===== src/hdl/i2cmbs_pkg.sv =====
// Shared constants for the I2C master bit sequencer: field widths,
// beat kinds, register indexes and sequencer step codes. No dependencies.
package i2cmbs_pkg;

  localparam int PHASE_W   = 16;
  localparam int TMO_W     = 8;
  localparam int BYTE_W    = 8;
  localparam int KIND_W    = 3;
  localparam int STEP_W    = 4;
  localparam int BIT_W     = 4;
  localparam int CFG_A_W   = 1;
  localparam int CFG_D_W   = 16;
  localparam int IN_D_W    = 16;
  localparam int OUT_D_W   = 16;

  // beat kinds; codes above KIND_READ behave as ticks
  localparam logic [KIND_W-1:0] KIND_TICK  = 3'd0;
  localparam logic [KIND_W-1:0] KIND_START = 3'd1;
  localparam logic [KIND_W-1:0] KIND_STOP  = 3'd2;
  localparam logic [KIND_W-1:0] KIND_WRITE = 3'd3;
  localparam logic [KIND_W-1:0] KIND_READ  = 3'd4;

  // configuration register indexes
  localparam logic [CFG_A_W-1:0] REG_PHASE_TICKS = 1'b0;
  localparam logic [CFG_A_W-1:0] REG_ACK_TIMEOUT = 1'b1;

  localparam logic [PHASE_W-1:0] PHASE_TICKS_RST = 16'd1;
  localparam logic [TMO_W-1:0]   ACK_TIMEOUT_RST = 8'd250;

  // sequencer steps
  localparam logic [STEP_W-1:0] ST_IDLE     = 4'd0;
  localparam logic [STEP_W-1:0] ST_START_A  = 4'd1;
  localparam logic [STEP_W-1:0] ST_START_B  = 4'd2;
  localparam logic [STEP_W-1:0] ST_STOP_A   = 4'd3;
  localparam logic [STEP_W-1:0] ST_STOP_B   = 4'd4;
  localparam logic [STEP_W-1:0] ST_FINAL    = 4'd5;
  localparam logic [STEP_W-1:0] ST_WR_LOW   = 4'd6;
  localparam logic [STEP_W-1:0] ST_WR_HIGH  = 4'd7;
  localparam logic [STEP_W-1:0] ST_ACK_REL  = 4'd8;
  localparam logic [STEP_W-1:0] ST_ACK_HIGH = 4'd9;
  localparam logic [STEP_W-1:0] ST_ACK_WAIT = 4'd10;
  localparam logic [STEP_W-1:0] ST_RD_HIGH  = 4'd11;
  localparam logic [STEP_W-1:0] ST_RD_LOW   = 4'd12;
  localparam logic [STEP_W-1:0] ST_AK_A     = 4'd13;
  localparam logic [STEP_W-1:0] ST_AK_B     = 4'd14;
  localparam logic [STEP_W-1:0] ST_AK_C     = 4'd15;

  localparam logic [BIT_W-1:0] BITS_PER_BYTE = 4'd8;

  // result beat fields
  typedef struct packed {
    logic              rejected;
    logic              ack_error;
    logic [BYTE_W-1:0] rd_data;
    logic              done_res;
    logic              busy_res;
    logic              sda_out;
    logic              scl;
  } res_t;

endpackage


===== src/hdl/i2c_master_bit_sequencer.sv =====
// I2C master bit sequencer top level: phase sequencer, config registers
// and output register. Depends on i2cmbs_pkg.
//
// Usage:
//   Input channel (in_*): every beat is a tick or a command (start, stop,
//   write byte, read byte) selected by in_tuser. Ticks pace the bus: each
//   SCL/SDA action is followed by phase_ticks ticks. Commands are taken
//   only when the sequencer is idle; a command that lands while busy is
//   flagged as rejected and otherwise ignored.
//   Output channel (out_*): exactly one result beat per input beat, giving
//   the SCL/SDA drive levels, busy/done, last read byte, ack error and the
//   rejected flag as they stand after that beat.
//   Config port (cfg_*): phase_ticks (index 0) and ack_timeout (index 1), for the user
//   to write only while the bus sequence is idle; the block itself does not enforce this.
// Latency/throughput: one beat per clock while the output is not stalled; the
//   result of a beat shows on out_tdata in the cycle after it is taken. The single
//   result register, fed by combinational next-state logic, sets this.
// Stall: in_tready drops only while a result is held in the output
//   register and the receiver is stalling; no beat is dropped.
// Reset: synchronous active-low rst_n returns the sequencer to idle with
//   SCL and SDA released, registers at phase_ticks=1 and ack_timeout=250.
module i2c_master_bit_sequencer (
  input  logic                              clk,
  input  logic                              rst_n,
  // slave side
  input  logic                              in_tvalid,
  output logic                              in_tready,
  input  logic [i2cmbs_pkg::IN_D_W-1:0]     in_tdata,  // wr_data[7:0], send_ack, sda_in, zero pad
  input  logic [i2cmbs_pkg::KIND_W-1:0]     in_tuser,  // kind
  // master side
  output logic                              out_tvalid,
  input  logic                              out_tready,
  // scl, sda_out, busy_res, done_res, rd_data[7:0], ack_error, rejected, zero pad
  output logic [i2cmbs_pkg::OUT_D_W-1:0]    out_tdata,
  // config
  input  logic                              cfg_we,
  input  logic [i2cmbs_pkg::CFG_A_W-1:0]    cfg_addr,
  input  logic [i2cmbs_pkg::CFG_D_W-1:0]    cfg_wdata
);
  import i2cmbs_pkg::*;

  // config registers
  logic [PHASE_W-1:0] phase_ticks_r;
  logic [TMO_W-1:0]   ack_timeout_r;

  // sequencer state
  logic [STEP_W-1:0]  step_r,       step_nxt;
  logic [PHASE_W-1:0] phase_cnt_r,  phase_cnt_nxt;
  logic [BIT_W-1:0]   bit_idx_r,    bit_idx_nxt;
  logic [BYTE_W-1:0]  shift_r,      shift_nxt;
  logic [TMO_W-1:0]   wait_cnt_r,   wait_cnt_nxt;
  logic               ack_choice_r, ack_choice_nxt;
  logic               scl_r,        scl_nxt;
  logic               sda_r,        sda_nxt;
  logic               err_r,        err_nxt;
  logic [BYTE_W-1:0]  rd_byte_r,    rd_byte_nxt;

  // output register
  logic               out_valid_r;
  res_t               res_r, res_nxt;

  // input beat fields
  logic [KIND_W-1:0]  kind;
  logic [BYTE_W-1:0]  wr_data;
  logic               send_ack;
  logic               sda_in;
  logic               in_fire;
  logic               is_cmd;
  logic               busy;

  // delay counter helpers
  logic [PHASE_W-1:0] limit;
  logic [PHASE_W:0]   pc_inc;
  logic               delay_over;
  logic [BIT_W-1:0]   bit_inc;
  logic [BYTE_W-1:0]  shift_sh;

  logic               done;
  logic               rejected;

  assign kind     = in_tuser;
  assign wr_data  = in_tdata[BYTE_W-1:0];
  assign send_ack = in_tdata[BYTE_W];
  assign sda_in   = in_tdata[BYTE_W+1];

  // one output slot: take a beat whenever it is empty or draining
  assign in_tready = !out_valid_r || out_tready;
  assign in_fire   = in_tvalid && in_tready;

  assign is_cmd = (kind == KIND_START) || (kind == KIND_STOP) ||
                  (kind == KIND_WRITE) || (kind == KIND_READ);
  assign busy   = (step_r != ST_IDLE);

  // zero phase_ticks behaves as one
  assign limit      = (phase_ticks_r == '0) ? PHASE_W'(1) : phase_ticks_r;
  assign pc_inc     = {1'b0, phase_cnt_r} + (PHASE_W+1)'(1);
  assign delay_over = (pc_inc >= {1'b0, limit});
  assign bit_inc    = bit_idx_r + BIT_W'(1);
  assign shift_sh   = {shift_r[BYTE_W-2:0], 1'b0};

  always_comb begin
    step_nxt       = step_r;
    phase_cnt_nxt  = phase_cnt_r;
    bit_idx_nxt    = bit_idx_r;
    shift_nxt      = shift_r;
    wait_cnt_nxt   = wait_cnt_r;
    ack_choice_nxt = ack_choice_r;
    scl_nxt        = scl_r;
    sda_nxt        = sda_r;
    err_nxt        = err_r;
    rd_byte_nxt    = rd_byte_r;
    done           = 1'b0;
    rejected       = 1'b0;

    if (is_cmd && busy) begin
      rejected = 1'b1;
    end else if (is_cmd) begin
      // first bus action happens on the command beat itself
      bit_idx_nxt   = '0;
      phase_cnt_nxt = '0;
      priority case (kind)
        KIND_START: begin
          sda_nxt  = 1'b1;
          scl_nxt  = 1'b1;
          step_nxt = ST_START_A;
        end
        KIND_STOP: begin
          sda_nxt  = 1'b0;
          step_nxt = ST_STOP_A;
        end
        KIND_WRITE: begin
          err_nxt   = 1'b0;
          shift_nxt = wr_data;
          sda_nxt   = wr_data[BYTE_W-1];
          step_nxt  = ST_WR_LOW;
        end
        default: begin
          ack_choice_nxt = send_ack;
          shift_nxt      = '0;
          sda_nxt        = 1'b1;
          scl_nxt        = 1'b1;
          step_nxt       = ST_RD_HIGH;
        end
      endcase
    end else if (step_r == ST_ACK_WAIT) begin
      // ack poll: one SDA sample per tick, no phase delay
      if (!sda_in) begin
        scl_nxt       = 1'b0;
        step_nxt      = ST_FINAL;
        phase_cnt_nxt = '0;
      end else if (wait_cnt_r >= ack_timeout_r) begin
        err_nxt       = 1'b1;
        sda_nxt       = 1'b0;
        step_nxt      = ST_STOP_A;
        phase_cnt_nxt = '0;
      end else begin
        wait_cnt_nxt = wait_cnt_r + TMO_W'(1);
      end
    end else if (busy) begin
      if (!delay_over) begin
        phase_cnt_nxt = pc_inc[PHASE_W-1:0];
      end else begin
        phase_cnt_nxt = '0;
        unique case (step_r)
          ST_START_A: begin
            sda_nxt  = 1'b0;
            step_nxt = ST_START_B;
          end
          ST_START_B: begin
            scl_nxt  = 1'b0;
            step_nxt = ST_FINAL;
          end
          ST_STOP_A: begin
            scl_nxt  = 1'b1;
            step_nxt = ST_STOP_B;
          end
          ST_STOP_B: begin
            sda_nxt  = 1'b1;
            step_nxt = ST_FINAL;
          end
          ST_FINAL: begin
            step_nxt = ST_IDLE;
            done     = 1'b1;
          end
          ST_WR_LOW: begin
            scl_nxt  = 1'b1;
            step_nxt = ST_WR_HIGH;
          end
          ST_WR_HIGH: begin
            scl_nxt     = 1'b0;
            bit_idx_nxt = bit_inc;
            shift_nxt   = shift_sh;
            if (bit_inc < BITS_PER_BYTE) begin
              sda_nxt  = shift_sh[BYTE_W-1];
              step_nxt = ST_WR_LOW;
            end else begin
              sda_nxt  = 1'b1;   // release for slave ack
              step_nxt = ST_ACK_REL;
            end
          end
          ST_ACK_REL: begin
            scl_nxt  = 1'b1;
            step_nxt = ST_ACK_HIGH;
          end
          ST_ACK_HIGH: begin
            wait_cnt_nxt = '0;
            step_nxt     = ST_ACK_WAIT;
          end
          ST_RD_HIGH: begin
            shift_nxt = {shift_r[BYTE_W-2:0], sda_in};
            scl_nxt   = 1'b0;
            step_nxt  = ST_RD_LOW;
          end
          ST_RD_LOW: begin
            bit_idx_nxt = bit_inc;
            if (bit_inc < BITS_PER_BYTE) begin
              scl_nxt  = 1'b1;
              step_nxt = ST_RD_HIGH;
            end else begin
              rd_byte_nxt = shift_r;
              sda_nxt     = !ack_choice_r;
              step_nxt    = ST_AK_A;
            end
          end
          ST_AK_A: begin
            scl_nxt  = 1'b1;
            step_nxt = ST_AK_B;
          end
          ST_AK_B: begin
            scl_nxt  = 1'b0;
            step_nxt = ST_AK_C;
          end
          ST_AK_C: begin
            if (ack_choice_r) begin
              sda_nxt  = 1'b1;
              step_nxt = ST_FINAL;
            end else begin
              step_nxt = ST_IDLE;
              done     = 1'b1;
            end
          end
          default: begin
            step_nxt = ST_IDLE;
          end
        endcase
      end
    end

    res_nxt.scl       = scl_nxt;
    res_nxt.sda_out   = sda_nxt;
    res_nxt.busy_res  = (step_nxt != ST_IDLE);
    res_nxt.done_res  = done;
    res_nxt.rd_data   = rd_byte_nxt;
    res_nxt.ack_error = err_nxt;
    res_nxt.rejected  = rejected;
  end

  // config registers
  always_ff @(posedge clk) begin
    if (!rst_n) begin
      phase_ticks_r <= PHASE_TICKS_RST;
      ack_timeout_r <= ACK_TIMEOUT_RST;
    end else if (cfg_we) begin
      unique case (cfg_addr)
        REG_PHASE_TICKS: phase_ticks_r <= cfg_wdata[PHASE_W-1:0];
        REG_ACK_TIMEOUT: ack_timeout_r <= cfg_wdata[TMO_W-1:0];
        default: ;
      endcase
    end
  end

  // sequencer state, updated once per accepted beat
  always_ff @(posedge clk) begin
    if (!rst_n) begin
      step_r       <= ST_IDLE;
      phase_cnt_r  <= '0;
      bit_idx_r    <= '0;
      shift_r      <= '0;
      wait_cnt_r   <= '0;
      ack_choice_r <= 1'b0;
      scl_r        <= 1'b1;
      sda_r        <= 1'b1;
      err_r        <= 1'b0;
      rd_byte_r    <= '0;
    end else if (in_fire) begin
      step_r       <= step_nxt;
      phase_cnt_r  <= phase_cnt_nxt;
      bit_idx_r    <= bit_idx_nxt;
      shift_r      <= shift_nxt;
      wait_cnt_r   <= wait_cnt_nxt;
      ack_choice_r <= ack_choice_nxt;
      scl_r        <= scl_nxt;
      sda_r        <= sda_nxt;
      err_r        <= err_nxt;
      rd_byte_r    <= rd_byte_nxt;
    end
  end

  // output register
  always_ff @(posedge clk) begin
    if (!rst_n) begin
      out_valid_r <= 1'b0;
    end else if (in_fire) begin
      out_valid_r <= 1'b1;
    end else if (out_tready) begin
      out_valid_r <= 1'b0;
    end
  end

  always_ff @(posedge clk) begin
    if (in_fire) begin
      res_r <= res_nxt;
    end
  end

  assign out_tvalid = out_valid_r;
  assign out_tdata  = {(OUT_D_W - $bits(res_t))'(0), res_r};

`ifndef ASSERT_OFF
  // busy flag in the result beat tracks the sequencer step
  a_busy_tracks_step: assert property (@(posedge clk) disable iff (!rst_n)
    in_fire |=> (res_r.busy_res == (step_r != ST_IDLE)))
    else $error("busy_res disagrees with sequencer step");

  // a rejected command leaves the sequence untouched
  a_reject_holds_step: assert property (@(posedge clk) disable iff (!rst_n)
    (in_fire && is_cmd && busy) |=> (res_r.rejected && step_r == $past(step_r)
                                     && phase_cnt_r == $past(phase_cnt_r)))
    else $error("rejected command disturbed the sequence");

  // completion always lands in idle
  a_done_idle: assert property (@(posedge clk) disable iff (!rst_n)
    (in_fire && done) |=> (step_r == ST_IDLE && !res_r.busy_res))
    else $error("done raised while sequence still running");

  // state only moves on an accepted beat
  a_step_quiet: assert property (@(posedge clk) disable iff (!rst_n)
    !in_fire |=> $stable(step_r) && $stable(phase_cnt_r))
    else $error("sequencer state moved without an input beat");
`endif

endmodule

===== config.mk =====
export PLATFORM = sky130hd
export DESIGN_NAME = i2c_master_bit_sequencer
export DESIGN_NICKNAME = d
export VERILOG_FILES = /design/src/hdl/i2cmbs_pkg.sv /design/src/hdl/i2c_master_bit_sequencer.sv
export SDC_FILE = /design/constraint.sdc
export NUM_CORES = 1
export LEC_CHECK = 0
export BUFFER_PORTS_ARGS = -buffer_cell sky130_fd_sc_hd__buf_2
export CAP_MARGIN = 10
export CORE_ASPECT_RATIO = 2
export CORE_MARGIN = 2
export CORE_UTILIZATION = 30
export CTS_BUF_LIST = sky130_fd_sc_hd__clkbuf_8
export DETAILED_ROUTE_END_ITERATION = 8
export GPL_TIMING_DRIVEN = 0
export PLACE_DENSITY = 0.58
export RECOVER_POWER = 50
export SLEW_MARGIN = 20
export SYNTH_ARGS = -nofsm -noshare
export SYNTH_HDL_FRONTEND = slang
export SYNTH_SLANG_ARGS = --single-unit
export TNS_END_PERCENT = 5

===== constraint.sdc =====
create_clock -name clk -period 7.7 [get_ports clk]
set_clock_uncertainty 0.05 [all_clocks]
set_input_delay 1.54 -clock clk [delete_from_list [all_inputs] [get_ports clk]]
set_output_delay 1.54 -clock clk [all_outputs]
set_load 0.01 [all_outputs]

==> results of run 1 <==
-- layout make-up --
cell class	instances	area share [%]
repair buffers	48	3.54
well taps	216	4.37
clock inverters	7	1.52
clock buffers	9	2.00
flip-flops and latches	91	31.7
plain buffers	39	2.83
inverters	37	2.25
multi-input cells	489	51.7
-- stage by stage --
| stage | setup WS, ps | total power [W] | hold slack [ps] | instance area (sq um) |
|---|---|---|---|---|
| detailed placement | 2590 | 0.000736 | 405 | 6000 |
| finish | 2390 | 0.00109 | 416 | 6180 |
| CTS | 2970 | 0.00110 | 419 | 6210 |
| floorplan | 3590 | 0.000663 | 386 | 5490 |
| global placement | 2600 | 0.000734 | 397 | 6000 |
| global route | 2200 | 0.00114 | 449 | 6180 |
-- tightest hold or removal path, stage by stage, from the launching register on --
cell	delay (ps)
dfxtp_1	320
nand2_1	50
a21oi_1	50
-- power breakdown --
part	internal [W]	switching (W)	total, W
registers	0.000499	0.0000104	0.000509
logic	0.0000703	0.000145	0.000215
clock network	0.000183	0.000185	0.000367
total	0.000752	0.000340	0.00109
-- metal layers --
metal | wire, microns | GRT usage (%) | up-vias | share of wire (%)
met4 | 765 | 9.03 | 0 | 4.9
met3 | 492 | 2.15 | 48 | 3.2
met5 | 0 | 0 | - | 0
li1 | - | - | 2447 | -
met2 | 8110 | 29.6 | 139 | 52
met1 | 6120 | 16.9 | 2295 | 40
-- state kept, by name, summed over array words and instances, names as in the netlist --
register	flops
phase_cnt_r	16
phase_ticks_r	16
out_tdata	14
ack_timeout_r	8
rd_byte_r	8
shift_r	8
wait_cnt_r	8
bit_idx_r	4
step_r	4
ack_choice_r	1
err_r	1
out_tvalid	1
scl_r	1
sda_r	1
-- placed cells by master, fill, tap and decap left out, drive strengths merged, types with 7 or more instances in the layout --
| cell | n |
|---|---|
| xor2 | 10 |
| nand2 | 100 |
| o211ai | 8 |
| nand4 | 10 |
| dfxtp | 77 |
| a21oi | 58 |
| mux2i | 19 |
| nor3 | 21 |
| nor2b | 8 |
| a22o | 7 |
| edfxtp | 14 |
| clkbuf | 54 |
| nand3 | 16 |
| o211a | 8 |
| o21ai | 24 |
| nor2 | 55 |
| inv | 37 |
| xnor2 | 15 |
| mux2 | 12 |
| nand2b | 12 |
| ha | 29 |
| buf | 42 |
-- cells in the mapped netlist (all sizes together) (4+ instances only) --
library cell	number	area share (%)
a2111oi	4	0.82
a211o	4	0.80
a21oi	58	5.4
a221oi	5	1.4
a22o	7	1.1
a311oi	4	0.64
a31oi	4	0.46
and3	5	0.57
buf	11	1.3
clkbuf	28	1.9
dfxtp	77	28
edfxtp	14	7.7
ha	29	6.6
inv	36	2.5
mux2	12	2.5
mux2i	19	3.5
nand2	100	6.9
nand2b	12	1.4
nand3	16	1.5
nand4	10	1.4
nor2	55	4.2
nor2b	8	0.91
nor3	21	2.2
nor4	6	0.96
o211a	8	1.5
o211ai	8	1.1
o21ai	24	2.2
xnor2	15	2.4
xor2	10	1.6
-- logic make-up after synthesis --
kind of cell / synth area share [%]
xor gates and xnor gates: 3.99
AOI/OAI and AO/OA: 19.6
DFF: 35.8
adders and majority gates: 6.62
muxes: 5.93
buffers and inverters: 5.75
and+or+nand+nor: 22.3
other: 0.0684
-- final timing paths --
path | slack, ps | start | end | cells past startpoint
worst max register to register | 3180 | step_r[1] | wait_cnt_r[7] | 13
worst min register to register | 420 | ack_timeout_r[2] | ack_timeout_r[2] | 2
worst max-delay path | 2390 | in_tuser[1] | wait_cnt_r[7] | 13
worst min-delay path | 420 | ack_timeout_r[2] | ack_timeout_r[2] | 2
==> flow_metrics.env, run 1 <==
export IMPL_critPathMaxStageDelay_ps=580
export IMPL_coreArea_sq_um=18100
export IMPL_track_usage_pct=16.0
export IMPL_clk_latency_ps=370
export IMPL_grt_pass1_vias=4964
export IMPL_grt_max_degree=19
export IMPL_synthFlopType="dfxtp_1"
export IMPL_worst_path_buf_inv=5
export IMPL_cts_clk_slew_worst_paths_ps=90
export IMPL_ir_worst_vdd_mv=0.0965
export IMPL_rsz0062_at_grt="no"
export IMPL_synth_edf_count=14
export IMPL_numCtsBuffers=9
export IMPL_critical_path_top_delay_family="simple AND/OR/NAND/NOR gates"
export IMPL_ys_types=74
export IMPL_yosysWarnings=0
export IMPL_fp_dieArea_sq_um=19400
export IMPL_maxCapViolCount=0
export IMPL_post_route_util_pct=34.1
export IMPL_routed_wirelength_mm=15.5
export IMPL_crit_chain="buf_2 -> nor2_1 -> xnor2_1 -> clkbuf_1 -> ha_1 -> clkbuf_1 -> inv_1 -> nand2_1 -> or3_1 -> buf_4 -> o31ai_2 -> nor2_1 -> mux2_2"
export IMPL_cts_htree_levels=3
export IMPL_placementRows=70
export IMPL_drive_gt1_share_pct=11.7
export IMPL_status="finished clean"
export IMPL_hp_class="reg -> reg"
export IMPL_hold_viol_final=0
export IMPL_synth_seq_cells=91
export IMPL_io_pins=59
export IMPL_ant_nets=0
export IMPL_cts_setup_buffers=0
export IMPL_initial_core_util_pct=30.2
export IMPL_drc=0
export IMPL_diodes=0
export IMPL_period_share_pct=68.9
export IMPL_maxSlewViolCount=0
export IMPL_die_h_microns=195
export IMPL_critPathSlowestCell="nor2_1"
export IMPL_synth_cells=655
export IMPL_p_leak_nw=2.42
export IMPL_startpoint_type="input port"
export IMPL_area_sequential_sq_um=1960
export IMPL_via_per_inst=5.27
export IMPL_numPortBuffers=48
export IMPL_slew_headroom_pct=41.4
export IMPL_overflow=0
export IMPL_placed_cells=920
export IMPL_vias=4929
export IMPL_dp_hpwl_mm=11.9
export IMPL_cts_hold_fix_buffers=0
export IMPL_end_kind="flip-flop"
export IMPL_async_flop_share_pct=0
export IMPL_setup_viol=0
export IMPL_drt_wirelength_per_cell_microns=16.5
export IMPL_crit_fanout=10
export IMPL_antenna_found_initial=0
export IMPL_clk_path_buf_depth=2
export IMPL_fmax_mhz=188
export IMPL_final_min_clock_period_ps=5310
export IMPL_syn2layout_area_growth_pct=12.8
export IMPL_yosysSeqAreaShare_pct=35.8
export IMPL_cts_tree="built"
export IMPL_avgSynthCellArea_sq_um=8.37
export IMPL_worstSetupPathType="in -> reg"
export IMPL_dr_pass1_iters=4
export IMPL_nets=785
export IMPL_die_w_microns=99.6
export IMPL_grt_first_pass_wirelength_mm=24.9
export IMPL_required_ps=7910
export IMPL_powerDensity_nw_per_um2=177
export IMPL_drt_initial_drc_count=178
export IMPL_cts_num_sinks=91
export IMPL_n_fill_cell=1927
export IMPL_root_buffer="clkbuf_8"
export IMPL_setup_tns_ps=0
export IMPL_multi_input_area_sq_um=3200
export IMPL_syn_cell_area_sq_um=5480
export IMPL_gp_congestion=0.912
export IMPL_cts_resized=0
export IMPL_tightest_slew_ps=872
export IMPL_critPathArrivalTime_ps=5510
export IMPL_instances_no_fill=936
Note: power is estimated with default switching activity, not from simulation.
==> run 2: changes to the inputs <==
Clock period 7.7 ns to 5.1 ns, I/O delays scaled along.
==> flow_metrics.env, run 2 (synthesized netlist as in run 1, its figures left out) <==
export IMPL_setup_tns_ps=0
export IMPL_cts_hold_fix_buffers=0
export IMPL_cts_resized=0
export IMPL_numCtsBuffers=9
export IMPL_die_w_microns=99.6
export IMPL_root_buffer="clkbuf_8"
export IMPL_cts_tree="built"
export IMPL_rrSetupSlack_ps=580
export IMPL_dr_pass1_iters=4
export IMPL_ant_nets=0
export IMPL_cts_num_sinks=91
export IMPL_setup_viol=0
export IMPL_drt_initial_drc_count=161
export IMPL_fmax_mhz=221
export IMPL_critPathArrivalTime_ps=4540
export IMPL_via_per_inst=5.28
export IMPL_whs_ps=416
export IMPL_crit_chain="buf_2 -> nand3_1 -> nor2_1 -> and3_1 -> clkbuf_1 -> nand2_1 -> nor2_1 -> xor2_1 -> ha_1 -> a21oi_1 -> nand2_1 -> a211o_1 -> a211o_4 -> nor2_8 -> buf_4 -> mux2i_1 -> nor4b_1 -> o21ai_0"
export IMPL_critPathMaxStageDelay_ps=410
export IMPL_fp_dieArea_sq_um=19400
export IMPL_multi_input_area_sq_um=3210
export IMPL_drive_gt1_share_pct=11.9
export IMPL_crit_fanout=10
export IMPL_worst_path_buf_inv=3
export IMPL_cts_clk_slew_worst_paths_ps=90
export IMPL_clk_latency_ps=370
export IMPL_critPathSlowestCell="a211o_4"
export IMPL_area_sequential_sq_um=1960
export IMPL_post_route_util_pct=34.1
export IMPL_overflow=0
export IMPL_routed_wirelength_mm=15.5
export IMPL_numPortBuffers=48
export IMPL_final_common_cell="nand2_1"
export IMPL_dp_hpwl_mm=11.9
export IMPL_nets=785
export IMPL_p_leak_nw=2.42
export IMPL_syn2layout_area_growth_pct=12.9
export IMPL_grt_pass1_vias=4961
export IMPL_startpoint_type="flip-flop"
export IMPL_worstSetupPathType="reg -> reg"
export IMPL_hp_class="reg -> reg"
export IMPL_dp_slack_ps=507
export IMPL_tightest_slew_ps=898
export IMPL_diodes=0
export IMPL_slew_headroom_pct=39.7
export IMPL_die_h_microns=195
export IMPL_clk_path_buf_depth=2
export IMPL_grt_first_pass_wirelength_mm=25.0
export IMPL_grt_max_degree=19
export IMPL_placementRows=70
export IMPL_critical_path_top_delay_family="simple AND/OR/NAND/NOR gates"
export IMPL_vias=4938
export IMPL_cts_setup_buffers=0
export IMPL_status="finished clean"
export IMPL_final_min_clock_period_ps=4520
export IMPL_coreArea_sq_um=18100
export IMPL_setup_ws_ps=580
export IMPL_track_usage_pct=16.0
export IMPL_drc=0
export IMPL_rsz0062_at_grt="no"
export IMPL_io_pins=59
export IMPL_cts_htree_levels=3
export IMPL_maxCapViolCount=0
export IMPL_powerDensity_nw_per_um2=267
export IMPL_hold_viol_final=0
export IMPL_antenna_found_initial=0
export IMPL_gp_congestion=0.912
export IMPL_period_share_pct=88.6
export IMPL_most_common_layout_cells="nand2_1 (100), dfxtp_1 (77), a21oi_1 (57), nor2_1 (53), clkbuf_1 (45)"
export IMPL_ir_worst_vdd_mv=0.146
export IMPL_maxSlewViolCount=0
export IMPL_required_ps=5120
export IMPL_n_fill_cell=1925
export IMPL_initial_core_util_pct=30.2
export IMPL_drt_wirelength_per_cell_microns=16.5
export IMPL_p_total_w=0.00165
export IMPL_end_kind="flip-flop"
## run 2: final timing paths
path               startpoint                to  cells past startpoint
min reg2reg  ack_timeout_r[2]  ack_timeout_r[2]                      2
max            phase_cnt_r[2]      out_tdata[2]                     18
max reg2reg    phase_cnt_r[2]      out_tdata[2]                     18
min          ack_timeout_r[2]  ack_timeout_r[2]                      2
## run 2: final cells by class
cell class              instances  share of cell area, %
inverters                      37                   2.24
well taps                     216                   4.37
clock buffers                   9                   2.00
repair buffers                 48                   3.54
clock inverters                 7                   1.52
multi-input cells             489                   51.8
plain buffers                  39                   2.83
flip-flops and latches         91                   31.7
## run 2: metrics by stage
step | instance area, sq um | instances
after floorplan | 5490 | 656
after global placement | 6000 | 920
after detailed placement | 6000 | 920
after CTS | 6210 | 936
after global routing | 6190 | 936
final | 6190 | 936
## run 2: layer usage
metal  vias up  part of all wire (%)  global-route usage (%)
li1       2450                     -                       -
met2       134                    52                    29.8
met5         -                     0                       0
met3        46                   3.6                    2.11
met1      2308                    39                    16.9
met4         0                   4.6                    8.88
## run 2: worst min-delay path, cell delays in order, from the launching register on
cell	delay, ps
dfxtp_1	320
nand2_1	50
a21oi_1	50
## run 2: report_power, final
part           leakage (nW)  switching [W]  internal [W]  total [W]
registers             0.761      0.0000158      0.000753   0.000769
clock network         0.111       0.000280      0.000276   0.000556
logic                  1.55       0.000219      0.000106   0.000326
==> run 3: changes to the inputs <==
Clock period 5.1 ns to 4.9 ns, I/O delays scaled along.
==> flow_metrics.env, run 3 (synthesized netlist as in run 1, its figures left out) <==
export IMPL_placementRows=70
export IMPL_status="finished clean"
export IMPL_slew_headroom_pct=39.6
export IMPL_critPathMaxStageDelay_ps=410
export IMPL_dr_pass1_iters=5
export IMPL_clk_latency_ps=370
export IMPL_syn2layout_area_growth_pct=12.9
export IMPL_fp_dieArea_sq_um=19400
export IMPL_numPortBuffers=48
export IMPL_track_usage_pct=16.0
export IMPL_cts_clk_slew_worst_paths_ps=90
export IMPL_most_common_layout_cells="nand2_1 (99), dfxtp_1 (77), a21oi_1 (57), nor2_1 (53), clkbuf_1 (45)"
export IMPL_n_fill_cell=1925
export IMPL_via_per_inst=5.27
export IMPL_vias=4933
export IMPL_initial_core_util_pct=30.2
export IMPL_gp_congestion=0.912
export IMPL_period_share_pct=92.2
export IMPL_startpoint="phase_cnt_r[2]"
export IMPL_instances_no_fill=936
export IMPL_cts_hold_fix_buffers=0
export IMPL_r2r_end="out_tdata[2]"
export IMPL_hp_class="reg -> reg"
export IMPL_drt_initial_drc_count=161
export IMPL_final_min_clock_period_ps=4520
export IMPL_die_h_microns=195
export IMPL_reg2reg_depth=18
export IMPL_worstSetupPathType="reg -> reg"
export IMPL_diodes=0
export IMPL_final_common_cell="nand2_1"
export IMPL_die_w_microns=99.6
export IMPL_end_kind="flip-flop"
export IMPL_root_buffer="clkbuf_8"
export IMPL_ir_worst_vdd_mv=0.152
export IMPL_cts_num_sinks=91
export IMPL_maxSlewViolCount=0
export IMPL_setup_viol=0
export IMPL_drt_wirelength_per_cell_microns=16.5
export IMPL_rsz0062_at_grt="no"
export IMPL_powerDensity_nw_per_um2=277
export IMPL_crit_chain="buf_2 -> nand3_1 -> nor2_1 -> and3_1 -> clkbuf_1 -> nand2_1 -> nor2_1 -> xor2_1 -> ha_1 -> a21oi_1 -> nand2_1 -> a211o_1 -> a211o_4 -> nor2_8 -> buf_4 -> mux2i_1 -> nor4b_1 -> o21ai_0"
export IMPL_io_pins=59
export IMPL_hold_depth=2
export IMPL_routed_wirelength_mm=15.5
export IMPL_tightest_slew_ps=898
export IMPL_critPathArrivalTime_ps=4540
export IMPL_ant_nets=0
export IMPL_grt_pass1_vias=4961
export IMPL_critPathSlowestCell="a211o_4"
export IMPL_nets=785
export IMPL_startpoint_type="flip-flop"
export IMPL_hold_viol_final=0
export IMPL_p_leak_nw=2.42
export IMPL_maxCapViolCount=0
export IMPL_grt_max_degree=19
export IMPL_dp_hpwl_mm=11.9
export IMPL_coreArea_sq_um=18100
export IMPL_cts_setup_buffers=0
export IMPL_antenna_found_initial=0
export IMPL_cts_htree_levels=3
export IMPL_fmax_mhz=221
export IMPL_rrSetupSlack_ps=380
export IMPL_cts_tree="built"
export IMPL_clk_path_buf_depth=2
export IMPL_setup_tns_ps=0
export IMPL_min_from="ack_timeout_r[2]"
export IMPL_cts_resized=0
export IMPL_crit_fanout=10
export IMPL_r2r_start="phase_cnt_r[2]"
export IMPL_drc=0
export IMPL_numCtsBuffers=9
export IMPL_placed_cells=920
export IMPL_required_ps=4920
export IMPL_endpoint="out_tdata[2]"
export IMPL_grt_first_pass_wirelength_mm=25.0
export IMPL_overflow=0
export IMPL_drive_gt1_share_pct=12.1
export IMPL_p_total_w=0.00172
run 3: cell counts in the layout (fill, tap and decap cells not counted):
Identical to the previous run, type by type.
run 3: final cells by class:
type	instances	area, sq um	share of cell area [%]
timing repair buffer	48	219	3.54
sequential	91	1960	31.7
buffer	39	175	2.83
multi-input combinational	489	3210	51.8
inverter	37	139	2.24
tap	216	270	4.37
clock inverter	7	93.8	1.52
clock buffer	9	124	2.00
run 3: how the worst min path moves through the flow:
stage                            end  slack, ps
floorplan           ack_timeout_r[2]        390
global placement    ack_timeout_r[2]        400
detailed placement  ack_timeout_r[2]        410
CTS                 ack_timeout_r[2]        420
global route        phase_ticks_r[5]        450
finish              ack_timeout_r[2]        420
run 3: per-stage QoR:
stage	setup slack, ps	hold slack (ps)	instance area, sq um	util, %
floorplan	1120	386	5490	-
global placement	360	397	6000	33.1
detailed placement	347	405	6000	33.1
CTS	423	419	6210	34.3
global route	136	449	6190	34.1
finish	381	416	6190	34.1
run 3: layer usage:
layer | GRT usage (%) | routed length [microns] | vias up | share of wire (%)
met1 | 16.9 | 6100 | 2302 | 39
met4 | 8.88 | 715 | 0 | 4.6
met2 | 29.8 | 8100 | 132 | 52
met3 | 2.11 | 556 | 48 | 3.6
li1 | - | - | 2451 | -
met5 | 0 | 0 | - | 0
run 3: worst max-delay path, delay by kind of cell, from the launching register on:
family                   cells  cell delay, ps
AND/OR/NAND/NOR              8            1580
AO/OA/AOI/OAI                4            1030
buffers and inverters        3             620
flip-flops                   1             310
adder cells (fa/ha/maj)      1             280
XOR/XNOR                     1             190
multiplexers                 1             150
run 3: power by group:
group          internal, W  total, W  switching (W)  leakage [nW]
logic             0.000111  0.000339       0.000228          1.55
registers         0.000784  0.000801      0.0000164         0.761
clock network     0.000287  0.000578       0.000291         0.111
total              0.00118   0.00172       0.000536          2.42
